$ cat src/rtl/core/sitda_pkg.sv
package sitda_pkg;

   localparam int VALUE_W        = 32;
   localparam int CHAR_W         = 8;
   localparam int DIGIT_W        = 4;
   localparam int NUM_DIGITS     = 10;
   localparam int DIGIT_IDX_W    = 4;
   localparam int BITS_PER_CYCLE = 4;
   localparam int CONV_CYCLES    = VALUE_W / BITS_PER_CYCLE;
   localparam int CONV_CNT_W     = 3;

   localparam logic [CHAR_W-1:0] CHAR_ZERO  = 8'd48;
   localparam logic [CHAR_W-1:0] CHAR_MINUS = 8'd45;

   typedef enum logic [1:0] {
      ST_IDLE,
      ST_CONV,
      ST_SIGN,
      ST_DIGIT
   } sitda_state_type;

   typedef struct packed {
      logic clear;
      logic shift;
   } sitda_cell_ctl_type;

endpackage

$ cat src/rtl/core/signed_int_to_decimal_ascii_core.sv
// After an accepted input beat, the digit cell chain converts the magnitude, taking
// 4 magnitude bits a cycle; the result then follows as 1 to 11 character beats.
// A new input beat is taken only after the last character beat of the previous one.
// Reset is synchronous and active high; it returns the controller to idle.
module signed_int_to_decimal_ascii_core (
   input  logic                                clock,
   input  logic                                reset,
   input  logic                                req_valid,
   output logic                                req_stall,
   input  logic signed [sitda_pkg::VALUE_W-1:0] req_value,
   output logic                                rsp_valid,
   input  logic                                rsp_stall,
   output logic [sitda_pkg::CHAR_W-1:0]        rsp_character,
   output logic                                rsp_last
);
   import sitda_pkg::*;

   sitda_state_type               state_ff, state_in;
   logic [VALUE_W-1:0]            mag_ff, mag_in;
   logic                          neg_ff, neg_in;
   logic [CONV_CNT_W-1:0]         cnt_ff, cnt_in;
   logic [DIGIT_IDX_W-1:0]        ptr_ff, ptr_in;
   logic [DIGIT_IDX_W-1:0]        lead_idx;

   logic                          req_beat;
   logic                          rsp_beat;
   logic                          conv_done;
   sitda_cell_ctl_type            cell_ctl;

   logic [BITS_PER_CYCLE-1:0]     chain [NUM_DIGITS+1];
   logic [DIGIT_W-1:0]            digit [NUM_DIGITS];
   logic [DIGIT_W-1:0]            digit_next [NUM_DIGITS];

   assign req_beat  = req_valid && !req_stall;
   assign rsp_beat  = rsp_valid && !rsp_stall;
   assign conv_done = (cnt_ff == CONV_CNT_W'(CONV_CYCLES - 1));

   assign cell_ctl.clear = req_beat;
   assign cell_ctl.shift = (state_ff == ST_CONV);

   assign chain[0] = mag_ff[VALUE_W-1 -: BITS_PER_CYCLE];

   for (genvar i = 0; i < NUM_DIGITS; i++) begin : g_cell
      sitda_cell u_cell (
         .clock       (clock),
         .cell_ctl    (cell_ctl),
         .bits_in     (chain[i]),
         .carries_out (chain[i+1]),
         .digit       (digit[i]),
         .digit_next  (digit_next[i])
      );
   end

   always_comb begin
      lead_idx = '0;
      for (int i = 0; i < NUM_DIGITS; i++) begin
         if (digit_next[i] != '0) begin
            lead_idx = DIGIT_IDX_W'(i);
         end
      end
   end

   always_comb begin
      state_in = state_ff;
      unique case (state_ff)
         ST_IDLE: begin
            if (req_beat) begin
               state_in = ST_CONV;
            end
         end
         ST_CONV: begin
            if (conv_done) begin
               state_in = neg_ff ? ST_SIGN : ST_DIGIT;
            end
         end
         ST_SIGN: begin
            if (rsp_beat) begin
               state_in = ST_DIGIT;
            end
         end
         ST_DIGIT: begin
            if (rsp_beat && (ptr_ff == '0)) begin
               state_in = ST_IDLE;
            end
         end
         default: begin
            state_in = ST_IDLE;
         end
      endcase
   end

   always_comb begin
      req_stall     = (state_ff != ST_IDLE);
      rsp_valid     = (state_ff == ST_SIGN) || (state_ff == ST_DIGIT);
      rsp_last      = (state_ff == ST_DIGIT) && (ptr_ff == '0);
      rsp_character = (state_ff == ST_SIGN) ? CHAR_MINUS
                                            : CHAR_ZERO + CHAR_W'(digit[ptr_ff]);
   end

   always_comb begin
      mag_in = mag_ff;
      neg_in = neg_ff;
      cnt_in = cnt_ff;
      ptr_in = ptr_ff;
      if (req_beat) begin
         neg_in = req_value[VALUE_W-1];
         mag_in = req_value[VALUE_W-1] ? (~req_value + 1'b1) : req_value;
         cnt_in = '0;
      end else if (state_ff == ST_CONV) begin
         mag_in = mag_ff << BITS_PER_CYCLE;
         cnt_in = cnt_ff + 1'b1;
         if (conv_done) begin
            ptr_in = lead_idx;
         end
      end else if ((state_ff == ST_DIGIT) && rsp_beat && (ptr_ff != '0)) begin
         ptr_in = ptr_ff - 1'b1;
      end
   end

   always_ff @(posedge clock) begin
      if (reset) begin
         state_ff <= ST_IDLE;
      end else begin
         state_ff <= state_in;
      end
      mag_ff <= mag_in;
      neg_ff <= neg_in;
      cnt_ff <= cnt_in;
      ptr_ff <= ptr_in;
   end

`ifndef NO_ASSERTIONS
   a_no_digit_overflow: assert property (@(posedge clock) disable iff (reset)
      (state_ff == ST_CONV) |-> (chain[NUM_DIGITS] == '0))
      else $error("digit chain overflowed past the top cell");

   a_conv_before_output: assert property (@(posedge clock) disable iff (reset)
      req_beat |=> !rsp_valid)
      else $error("result beat offered before conversion finished");

   a_idle_after_last: assert property (@(posedge clock) disable iff (reset)
      (rsp_beat && rsp_last) |=> (!rsp_valid && !req_stall))
      else $error("block did not return to idle after the last character");

   a_minus_not_last: assert property (@(posedge clock) disable iff (reset)
      (rsp_valid && (rsp_character == CHAR_MINUS)) |-> !rsp_last)
      else $error("minus sign marked as the last character");

   a_output_blocks_input: assert property (@(posedge clock) disable iff (reset)
      rsp_valid |-> req_stall)
      else $error("input accepted while characters are pending");
`endif

endmodule

$ cat src/rtl/core/sitda_cell.sv
module sitda_cell (
   input  logic                                    clock,
   input  sitda_pkg::sitda_cell_ctl_type           cell_ctl,
   input  logic [sitda_pkg::BITS_PER_CYCLE-1:0]    bits_in,
   output logic [sitda_pkg::BITS_PER_CYCLE-1:0]    carries_out,
   output logic [sitda_pkg::DIGIT_W-1:0]           digit,
   output logic [sitda_pkg::DIGIT_W-1:0]           digit_next
);
   import sitda_pkg::*;

   logic [DIGIT_W-1:0] digit_ff;
   logic [DIGIT_W-1:0] digit_in;
   logic [DIGIT_W-1:0] work;

   // One shift-and-adjust step per incoming bit, most significant bit first.
   always_comb begin
      work = digit_ff;
      carries_out = '0;
      for (int j = BITS_PER_CYCLE - 1; j >= 0; j--) begin
         if (work >= 4'd5) begin
            work = work + 4'd3;
         end
         carries_out[j] = work[DIGIT_W-1];
         work = {work[DIGIT_W-2:0], bits_in[j]};
      end
      if (cell_ctl.clear) begin
         digit_in = '0;
      end else if (cell_ctl.shift) begin
         digit_in = work;
      end else begin
         digit_in = digit_ff;
      end
   end

   always_ff @(posedge clock) begin
      digit_ff <= digit_in;
   end

   assign digit      = digit_ff;
   assign digit_next = digit_in;

endmodule

$ cat config.mk
export PLATFORM = sky130hd
export DESIGN_NAME = signed_int_to_decimal_ascii_core
export DESIGN_NICKNAME = d
export VERILOG_FILES = /design/src/rtl/core/sitda_pkg.sv /design/src/rtl/core/signed_int_to_decimal_ascii_core.sv /design/src/rtl/core/sitda_cell.sv
export SDC_FILE = /design/constraint.sdc
export NUM_CORES = 1
export LEC_CHECK = 0
export BUFFER_PORTS_ARGS = -buffer_cell sky130_fd_sc_hd__buf_2
export CAP_MARGIN = 30
export CORE_MARGIN = 4
export CORE_UTILIZATION = 60
export DETAILED_ROUTE_END_ITERATION = 8
export PLACE_DENSITY = 0.78
export SYNTH_ARGS = -nofsm -noshare
export SYNTH_HDL_FRONTEND = slang
export SYNTH_SLANG_ARGS = --single-unit
$ cat constraint.sdc
create_clock -name clock -period 7.6 [get_ports clock]
set_clock_uncertainty 0.1 [all_clocks]
set_input_delay 1.52 -clock clock [delete_from_list [all_inputs] [get_ports clock]]
set_output_delay 1.52 -clock clock [all_outputs]
set_load 0.1 [all_outputs]
Word-level counts from Yosys, hierarchy flattened

Index checks and enable logic that the tools add are counted.

Register bits: 82
Bits in latches: 0
Memory bits (writable): 0
ROM bits: 0
Bits of input ports: 36
Output and inout port bits: 11
Memories kept: 0

Add/subtract/negate cells: 44
Multipliers: 0
Divide/modulo/power cells: 0
Order comparisons: 41
Equal/unequal tests: 8
Shift-type cells: 0
Mux-type cells: 83
Bitwise logic cells: 3
Reductions and logical operators: 26

Operators by type and width:

| kind                    | count |
|---|---|
| $mux W4                 | 66 |
| $ge A4 B3 Y1 const B    | 40 |
| $add A4 B2 Y4 const B   | 36 |
| $mux W32                | 3 |
| $reduce_bool A4 Y1      | 10 |
| $add A32 B1 Y32 const B | 1 |
| $not A32 Y32            | 1 |
| $bmux W4 S4             | 1 |
| $add A3 B2 Y3 const B   | 4 |
| $mux W3                 | 4 |
| $mux W2                 | 5 |
| $ne A2 B2 Y1 const B    | 4 |
| $pmux W2 S4             | 1 |
| $add A6 B4 Y7 const A   | 1 |
| $mux W7                 | 1 |
| $logic_and A1 B1 Y1     | 6 |
| $reduce_bool A2 Y1      | 3 |
| $ge A5 B5 Y1 const B    | 1 |
| $not A4 Y5              | 1 |
| $eq A2 B2 Y1 const B    | 2 |
| $logic_not A4 Y1        | 1 |
| $reduce_and A4 Y1       | 1 |
| $sub A4 B1 Y4 const B   | 1 |
| $add A3 B1 Y3 const B   | 1 |
| other kinds (8)         | 10 |

Longest topological paths before layout

Gate-level depths: netlist (run 1).

Depth in word-level cells: 22
Mapped depth: 28
Gate-level depth less buffers: 28

Modules after synthesis

A second synthesis (run 1) with hierarchy kept.

Cell total of the unflattened synthesis: 1,235
Area total of the unflattened synthesis: 10,794.1 sq um

Modules (own cells, without submodules):

| module                           | times used | cells each | area an instance (sq um) | sequential area each (sq um) |
|---|---|---|---|---|
| sitda_cell                       | 10         | 92         | 764.5                    | 80.1 |
| signed_int_to_decimal_ascii_core | 1          | 315        | 3,149.3                  | 1,211.2 |

Least setup slack after synthesis (run 1)

OpenSTA, ideal clock, no wires.

Path kind: register to register
Start point: register g_cell[5].u_cell.digit_ff[0]
End point: register ptr_ff[2] (data pin)
Library setup time: 256 ps
Data arrival time: 5,559 ps
Data required time: 7,244 ps
Slack: 1,685 ps
Cell stages (with the launch flop): 25
Period minus slack after synthesis: 5,915 ps
Cell sequence: dfxtp_1 inv_1 ha_1 nor2b_1 or3_1 and2_1 ha_1 nor2b_1 a211oi_1 o221a_2 ha_1 inv_1 nor2_1 nor3_1 or4_4 xor2_1 inv_1 ha_1 nand2b_1 a21boi_2 mux2i_1 a22o_1 or4_4 or4_1 a22o_1

RTL lines:

| element                | RTL line                                | text |
|---|---|---|
| from (decl)            | sitda_cell.sv:11                        | `logic [DIGIT_W-1:0] digit_ff;` |
| from (signal assigned) | sitda_cell.sv:36                        | `digit_ff <= digit_in;` |
| to (signal assigned)   | signed_int_to_decimal_ascii_core.sv:129 | `ptr_ff <= ptr_in;` |
| to (decl)              | signed_int_to_decimal_ascii_core.sv:22  | `logic [DIGIT_IDX_W-1:0] ptr_ff, ptr_in;` |

==> results of run 1 <==
==> cell usage in the layout, fill, tap and decap left out, types with 37 or more instances in the layout <==
cell / n
edfxtp_1: 37
mux2i_1: 52
ha_1: 76
inv_1: 85
dfxtp_1: 45
o21ai_0: 104
nand2_1: 100
nor2_1: 89
a21oi_1: 49
buf_2: 43
==> cell families (layout without fill, tap and decap cells) <==
group / Yosys count / after routing / synth area share (%)
and+or+nand+nor: 354 / 354 / 19.3
AOI/OAI and AO/OA: 351 / 351 / 25.7
buffers and inverters: 130 / 150 / 5.62
DFF: 82 / 82 / 22.1
muxes: 79 / 79 / 10.3
adders and majority gates: 77 / 77 / 10.6
xor gates and xnor gates: 65 / 65 / 6.34
other: 2 / 3 / 0.0825
==> critical path, cell delays in order, from the launching register on <==
cell      delay, ns
dfxtp_1        0.46
inv_1          0.07
ha_1           0.24
nor2b_1        0.15
or3_1          0.40
and2_1         0.20
ha_1           0.24
nor2b_1        0.16
a211oi_1       0.36
o221a_2        0.37
ha_1           0.22
inv_1          0.07
nor2_1         0.16
nor3_1         0.07
or4_4          0.55
xor2_1         0.25
inv_1          0.12
ha_1           0.20
nand2b_1       0.17
a21boi_2       0.19
mux2i_1        0.09
a22o_1         0.21
or4_4          0.54
or4_1          0.42
a22o_1         0.24
==> layer usage <==
metal / share of wire (%) / GRT usage, %
met5: 0 / 0
met3: 5.4 / 2.83
met1: 47 / 32.9
met2: 46 / 41.1
met4: 1.3 / 4.73
==> per-stage QoR <==
stage | setup slack, ns | hold slack [ns]
after floorplan | 1.69 | 0.357
after global placement | 1.41 | 0.376
after detailed placement | 1.21 | 0.392
after CTS | 1.20 | 0.415
after global routing | 0.775 | 0.442
final | 1.11 | 0.414
==> worst max path at each step <==
stage / from / end / cells past startpoint
2_1_floorplan: g_cell[5].u_cell.digit[0]$_DFF_P_ / ptr_ff[2]$_DFFE_PP_ / 24
3_3_place_gp: g_cell[5].u_cell.digit[0]$_DFF_P_ / ptr_ff[2]$_DFFE_PP_ / 24
3_5_place_dp: g_cell[5].u_cell.digit[0]$_DFF_P_ / ptr_ff[2]$_DFFE_PP_ / 24
4_1_cts: g_cell[5].u_cell.digit[0]$_DFF_P_ / ptr_ff[2]$_DFFE_PP_ / 24
5_1_grt: g_cell[5].u_cell.digit[1]$_DFF_P_ / ptr_ff[2]$_DFFE_PP_ / 26
6_report: g_cell[5].u_cell.digit[0]$_DFF_P_ / ptr_ff[2]$_DFFE_PP_ / 24
==> state kept, by name, summed over array words and instances (netlist names) <==
signal and cells:
cnt_ff 3, ptr_ff 4, state_ff 2, g_cell.u_cell.digit 40, neg_ff 1, mag_ff 32
==> final cells by class <==
cell class | count | area, um^2
clock buffers | 11 | 253
flip-flops and latches | 82 | 2010
clock inverters | 5 | 67.6
well taps | 184 | 230
fillers | 1272 | 4980
inverters | 86 | 323
repair buffers | 48 | 253
multi-input cells | 929 | 6590
==> impl_metrics.py, run 1 <==
metrics = {
    "min_path": {
        "min_to": "cnt_ff[1]$_SDFFE_PP0P_",
        "hold_start": "cnt_ff[1]$_SDFFE_PP0P_",
        "hp-class": "reg2reg",
        "worstHoldPathCells": 2,
    },
    "global_routing": {
        "grt_max_degree": 57,
        "grt_pass1_vias": 7712,
        "grt_pass1_wl_um": 35800,
        "grt-ovfl-total": 0,
        "globalRouteTotalUtil_pct": 24.0,
        "antenna_found_initial": 0,
    },
    "timing": {
        "clock.fmax_ghz": 0.154,
        "drv_slew": 0,
        "grt_setup_unrepaired": "false",
        "layout_worst_path_cycle_share_pct": 85.4,
        "worst_slew_pin_slew_ns": 0.801,
        "max-slew-margin-rel_pct": 45.0,
        "setup_violations": 0,
        "post-route-min-period_ns": 6.49,
        "finalSetupTns_ns": 0,
        "hold_viol": 0,
    },
    "setup_path": {
        "ff2ff_path_depth": 24,
        "required_ns": 7.60,
        "crit_arrival_ns": 6.49,
        "r2r_setup_slack_ns": 1.11,
        "endpoint_kind": "flip-flop",
        "r2r_end": "ptr_ff[2]$_DFFE_PP_",
        "cp_max_fo": 8,
        "start_kind": "flip-flop",
        "worstSetupPathType": "reg2reg",
        "r2r_start": "g_cell[5].u_cell.digit[0]$_DFF_P_",
    },
    "route": {
        "wl_um": 21200,
        "drc": 0,
        "dr_total_vias": 8360,
        "via_per_inst": 6.22,
        "ant_nets": 0,
        "drtIter0Drc": 518,
        "drt_pass1_iterations": 5,
        "wl_per_cell_um": 15.8,
    },
    "die": {
        "start_util_pct": 61.9,
        "placeableCoreArea_um2": 14700,
        "fp.dieH_um": 131,
        "rows": 44,
        "die_w_um": 131,
        "num_io_pins": 47,
        "dieArea_um2": 17200,
    },
    "job": {
        "drv_cap": 0,
    },
    "logic_synthesis": {
        "synth_warnings": 0,
        "avgSynthCellArea_um2": 7.98,
        "synthCells": 1140,
        "yosysMostFrequentCell": "o21ai_0",
        "synth_commonest_cells": "104 x o21ai_0, 101 x nand2_1, 89 x nor2_1",
        "synthesis.area_um2": 9100,
        "synth-main-ff-cell": "dfxtp_1",
        "synth_edf_count": 37,
        "synth_seq_cells": 82,
        "synth_cell_types": 87,
        "yosysSeqAreaShare_pct": 22.1,
        "yosysTopAreaCell": "edfxtp_1",
        "synth_top_area_share_pct": 12.2,
        "synthTopCellsByArea": "edfxtp_1 12%, ha_1 11%, dfxtp_1 9.9%, mux2i_1 5.7%, o21ai_0 5.7%",
        "async_flop_share_pct": 0,
    },
    "clock_tree": {
        "cts_setup_buffers": 0,
        "clockBufferDepth": 2,
        "cts_max_level": 3,
        "cts_hold_buf": 0,
        "clock-sinks": 82,
        "path_clk_slew_ns": 0.07,
        "cts_resized": 0,
        "cts_tree": "built",
        "cts_buffers": 9,
        "worstSkewPairLatency_ns": 0.34,
        "root_buffer": "clkbuf_16",
    },
    "cells_and_area": {
        "antenna_cells": 0,
        "drive_gt1_share_pct": 10.2,
        "fin_util_pct": 66.1,
        "syn_to_final_growth_pct": 6.85,
        "final_cells": 1345,
        "final_cell_area_um2": 9720,
        "layout.nets": 1269,
    },
    "run_status": {
        "run_status": "finished clean",
    },
    "placed_design": {
        "dp.cells": 1329,
        "port_buffers": 43,
        "globalplace.congestion": 0.847,
        "place_hpwl_um": 16300,
        "dpl_cell_area_um2": 9400,
    },
}
Power of run 1 is not shown: default switching activity piles up to over one toggle a cycle in this logic, so the estimate is an artifact.
==> run 2, diff against run 1 <==
--- a/config.mk
+++ b/config.mk
@@ -13,2 +13,4 @@
 export PLACE_DENSITY = 0.78
+export REMOVE_ABC_BUFFERS = 1
+export SLEW_MARGIN = 40
 export SYNTH_ARGS = -nofsm -noshare
==> constraint.sdc (replaced) <==
create_clock -name clock -period 7.6 [get_ports clock]
set_clock_uncertainty 0.1 [all_clocks]
set_input_delay 0.76 -clock clock [delete_from_list [all_inputs] [get_ports clock]]
set_output_delay 0.76 -clock clock [all_outputs]
set_load 0.1 [all_outputs]
==> run 2 against run 1 <==
- critical endpoint unchanged
- cell area shrank 0.31%
- flip-flop and latch count unchanged
- routed wire length is 2.9% lower
- clock-buffer cell count up 3
- non-clock buffer count stayed put
- highest routed layer unchanged
==> impl_metrics.py, run 2 (same netlist as run 1, synthesis figures left out) <==
metrics = {
    "run_status": {
        "run_status": "finished clean",
    },
    "route": {
        "dr_total_vias": 8219,
        "drtIter0Drc": 428,
        "drc": 0,
        "wl_um": 20600,
        "via_per_inst": 6.11,
        "drt_pass1_iterations": 5,
        "wl_per_cell_um": 15.3,
        "ant_nets": 0,
    },
    "global_routing": {
        "grt_pass1_vias": 7472,
        "globalRouteTotalUtil_pct": 23.1,
        "grt-ovfl-total": 0,
        "grt_pass1_wl_um": 34200,
        "grt_max_degree": 72,
        "antenna_found_initial": 0,
    },
    "setup_path": {
        "required_ns": 7.60,
        "cp_common_cell": "ha_1",
        "cp_max_fo": 8,
        "slowest_stage": "or4_4",
        "worstPathCellList": "inv_1 -> ha_1 -> nor2b_1 -> or3_1 -> and2_1 -> ha_1 -> nor2b_1 -> a211oi_1 -> o221a_2 -> ha_1 -> inv_1 -> nor2_1 -> nor3_1 -> or4_4 -> xor2_1 -> inv_1 -> ha_1 -> nand2b_1 -> a21boi_2 -> mux2i_1 -> a22o_1 -> or4_4 -> or4_1 -> a22o_1",
        "worstSetupPathType": "reg2reg",
        "critPathTopFamily": "simple AND/OR/NAND/NOR gates",
        "cp_slowest_stage_delay_ns": 0.55,
        "crit_arrival_ns": 6.47,
        "path_buf_inv": 3,
        "r2r_setup_slack_ns": 1.13,
        "endpoint_kind": "flip-flop",
        "start_kind": "flip-flop",
    },
    "cells_and_area": {
        "layout.nets": 1269,
        "mostFrequentLayoutCells": "104 x o21ai_0, 100 x nand2_1, 89 x nor2_1",
        "drive_gt1_share_pct": 10.2,
        "syn_to_final_growth_pct": 6.52,
        "antenna_cells": 0,
        "largest_register_ffs": 40,
        "fin_util_pct": 65.9,
        "fillCellCount": 1306,
        "layout_commonest_cell": "o21ai_0",
    },
    "die": {
        "fp.dieH_um": 131,
        "dieArea_um2": 17200,
        "start_util_pct": 61.9,
        "num_io_pins": 47,
        "die_w_um": 131,
        "rows": 44,
        "placeableCoreArea_um2": 14700,
    },
    "placed_design": {
        "port_buffers": 43,
        "place_hpwl_um": 15600,
        "globalplace.congestion": 0.896,
    },
    "min_path": {
        "hp-class": "reg2reg",
    },
    "clock_tree": {
        "clock-sinks": 82,
        "path_clk_slew_ns": 0.06,
        "cts_max_level": 3,
        "cts_resized": 0,
        "cts_setup_buffers": 0,
        "root_buffer": "clkbuf_16",
        "cts_hold_buf": 0,
        "clockBufferDepth": 2,
        "cts_buffers": 9,
        "cts_tree": "built",
        "worstSkewPairLatency_ns": 0.34,
    },
    "timing": {
        "grt_setup_unrepaired": "false",
        "finalSetupTns_ns": 0,
        "hold_viol": 0,
        "whs_ns": 0.404,
        "drv_slew": 0,
        "post-route-min-period_ns": 6.47,
        "setup_violations": 0,
        "clock.fmax_ghz": 0.155,
        "max-slew-margin-rel_pct": 48.0,
        "layout_worst_path_cycle_share_pct": 85.1,
        "worst_slew_pin_slew_ns": 0.775,
    },
    "job": {
        "drv_cap": 0,
    },
}
run 2: cell type report:
class	count	area (um^2)	area share [%]
multi-input combinational	929	6590	68.0
timing repair buffer	48	253	2.61
clock inverter	2	10.0	0.103
inverter	86	323	3.33
tap	184	230	2.38
sequential	82	2010	20.8
clock buffer	14	277	2.85
run 2: routing by layer:
metal | vias up | share of wire, % | track usage [%] | routed length (um)
met2 | 210 | 47 | 40.1 | 9750
met5 | - | 0 | 0 | 0
met4 | 0 | 2.1 | 8.34 | 439
met1 | 3785 | 46 | 29.8 | 9410
li1 | 4194 | - | - | -
met3 | 30 | 5.0 | 2.71 | 1040
run 2: worst paths after layout:
| path | from | end | cells past startpoint |
|---|---|---|---|
| worst max-delay path | g_cell[5].u_cell.digit[0]$_DFF_P_ | ptr_ff[2]$_DFFE_PP_ | 24 |
| worst max register to register | g_cell[5].u_cell.digit[0]$_DFF_P_ | ptr_ff[2]$_DFFE_PP_ | 24 |
| worst min register to register | cnt_ff[2]$_SDFFE_PP0P_ | cnt_ff[2]$_SDFFE_PP0P_ | 2 |
| worst min-delay path | cnt_ff[2]$_SDFFE_PP0P_ | cnt_ff[2]$_SDFFE_PP0P_ | 2 |
run 2: worst min-delay path, stage by stage (launching register included):
cell	delay (ns)
dfxtp_1	0.33
mux2i_1	0.07
nor2_1	0.07
run 2: metrics by stage:
| stage | cells | area, um^2 | setup slack, ns |
|---|---|---|---|
| after global placement | 1329 | 9400 | 1.41 |
| after global routing | 1345 | 9690 | 0.771 |
| after detailed placement | 1329 | 9400 | 1.24 |
| after floorplan | 1097 | 8910 | 1.68 |
| final | 1345 | 9690 | 1.13 |
| after CTS | 1345 | 9690 | 1.18 |
Power of run 2 is left out for the same reason.
==> run 3, diff against run 2 <==
CORE_UTILIZATION = 58   (was 60)
CTS_CLUSTER_SIZE = 16   (was unset)
PLACE_DENSITY = 0.79   (was 0.78)
clock period = 5.9 ns   (was 7.6 ns; I/O delays follow)
==> run 3 against run 2 <==
- final cell count increased by 6.1%
- cell area grew 8.4%
- hold slack worse by 0.069 ns
- die area increased by 3.2%
- core utilization increased by 2.7 points
- routed wire length is 9.3% higher
- via count up 5.9%
- maximum frequency grew 9.7%
- setup slack worse by 1.1 ns
- flip-flop and latch count unchanged
- clock-buffer cell count shrank 2
- largest cell class unchanged
- highest routed layer unchanged
==> impl_metrics.py, run 3 (same netlist as run 1, synthesis figures left out) <==
metrics = {
    "die": {
        "die_w_um": 133,
        "dieArea_um2": 17800,
        "start_util_pct": 59.4,
        "rows": 45,
        "fp.dieH_um": 133,
        "num_io_pins": 47,
        "placeableCoreArea_um2": 15300,
    },
    "route": {
        "ant_nets": 0,
        "wl_um": 22600,
        "wl_per_cell_um": 15.8,
        "drc": 0,
        "via_per_inst": 6.10,
        "drt_pass1_iterations": 5,
        "drtIter0Drc": 679,
        "dr_total_vias": 8701,
    },
    "timing": {
        "worst_slew_pin_slew_ns": 0.773,
        "hold_viol": 0,
        "post-route-min-period_ns": 5.90,
        "whs_ns": 0.335,
        "max-slew-margin-rel_pct": 48.2,
        "grt_setup_unrepaired": "true",
        "clock.fmax_ghz": 0.170,
        "setup_violations": 0,
        "finalSetupTns_ns": 0,
        "fin_ws_ns": 0.00375,
        "drv_slew": 0,
        "layout_worst_path_cycle_share_pct": 99.9,
    },
    "global_routing": {
        "grt_pass1_vias": 7834,
        "grt_pass1_wl_um": 36400,
        "globalRouteTotalUtil_pct": 24.1,
        "grt-ovfl-total": 0,
        "antenna_found_initial": 0,
        "grt_max_degree": 67,
    },
    "cells_and_area": {
        "drive_gt1_share_pct": 19.2,
        "syn_to_final_growth_pct": 15.5,
        "antenna_cells": 0,
        "layout_commonest_cell": "o21ai_0",
        "largest_register_ffs": 40,
        "fillCellCount": 1250,
        "mostFrequentLayoutCells": "101 x o21ai_0, 100 x nand2_1, 87 x nor2_1",
        "seq_area_um2": 2030,
        "layout.nets": 1324,
        "multi_input_area_um2": 6880,
    },
    "setup_path": {
        "crit_arrival_ns": 5.90,
        "cp_max_fo": 6,
        "cp_common_cell": "ha_2",
        "critPathTopFamily": "simple AND/OR/NAND/NOR gates",
        "cp_num_cells": 24,
        "path_buf_inv": 3,
        "cp_slowest_stage_delay_ns": 0.59,
        "endpoint_kind": "flip-flop",
        "slowest_stage": "or4_4",
        "ff2ff_path_depth": 24,
        "worstPathCellList": "inv_1 -> ha_2 -> nand2b_4 -> a21o_1 -> xnor2_2 -> ha_2 -> nor2b_4 -> a211oi_2 -> o221a_2 -> buf_4 -> ha_2 -> nor2_4 -> nor3_1 -> or4_4 -> xor2_4 -> inv_2 -> ha_1 -> nand2b_4 -> a21boi_4 -> mux2i_1 -> a22o_1 -> or4_4 -> or4_1 -> a22o_1",
        "start_kind": "flip-flop",
        "required_ns": 5.91,
        "worstSetupPathType": "reg2reg",
    },
    "min_path": {
        "hp-class": "in2reg",
        "worstHoldPathCells": 2,
    },
    "run_status": {
        "run_status": "finished clean",
    },
    "placed_design": {
        "port_buffers": 43,
        "place_hpwl_um": 16300,
        "place_ws_ns": -0.110,
        "globalplace.congestion": 0.899,
    },
    "clock_tree": {
        "worstSkewPairLatency_ns": 0.35,
        "clockBufferDepth": 2,
        "cts_buffers": 9,
        "cts_max_level": 3,
        "cts_hold_buf": 0,
        "cts_tree": "built",
        "clock-sinks": 82,
        "root_buffer": "clkbuf_16",
        "path_clk_slew_ns": 0.06,
    },
    "job": {
        "drv_cap": 0,
    },
}
[run 3: repair_timing]
| action | 4_1_cts | 5_1_grt |
|---|---|---|
| pin swaps | 0 | 23 |
| gates resized for setup | 10 | 64 |
| setup buffers | 0 | 19 |
| endpoints found under the setup margin | 1 | 4 |
[run 3: layer usage]
layer / vias to the layer above / global-route usage, % / wire length, um
li1: 4312 / - / -
met1: 4118 / 31.1 / 9950
met2: 234 / 41.5 / 11000
met3: 37 / 3.32 / 1110
met4: 0 / 8.17 / 487
met5: - / 0 / 0
[run 3: cell type report]
class / instances / area share (%)
clock buffers: 12 / 2.66
clock inverters: 4 / 0.655
inverters: 86 / 3.07
multi-input cells: 929 / 65.5
flip-flops and latches: 82 / 19.3
well taps: 211 / 2.51
repair buffers: 103 / 6.34
[run 3: worst paths after layout]
path / from / endpoint / slack [ns]
min: reset / state_ff[1]$_SDFFE_PP0P_ / 0.33
max reg2reg: g_cell[6].u_cell.digit[0]$_DFF_P_ / ptr_ff[2]$_DFFE_PP_ / 0.004
max: g_cell[6].u_cell.digit[0]$_DFF_P_ / ptr_ff[2]$_DFFE_PP_ / 0.004
min reg2reg: mag_ff[28]$_DFFE_PP_ / g_cell[0].u_cell.digit[0]$_SDFFE_PP0P_ / 0.40
[run 3: worst reg2reg max path, cell delays in order (launching register included)]
cell	delay [ns]
dfxtp_4	0.37
inv_1	0.07
ha_2	0.22
nand2b_4	0.07
a21o_1	0.24
xnor2_2	0.32
ha_2	0.30
nor2b_4	0.17
a211oi_2	0.06
o221a_2	0.29
buf_4	0.16
ha_2	0.20
nor2_4	0.13
nor3_1	0.06
or4_4	0.59
xor2_4	0.23
inv_2	0.07
ha_1	0.19
nand2b_4	0.15
a21boi_4	0.18
mux2i_1	0.09
a22o_1	0.22
or4_4	0.55
or4_1	0.41
a22o_1	0.24
[run 3: metrics by stage]
stage                     instances  utilization (%)  area [um^2]
after floorplan                1097                -         8910
final                          1427             68.6        10500
after global routing           1427             68.6        10500
after detailed placement       1392             63.4         9710
after global placement         1392             63.4         9710
after CTS                      1408             65.9        10100
Power of run 3 is left out for the same reason.
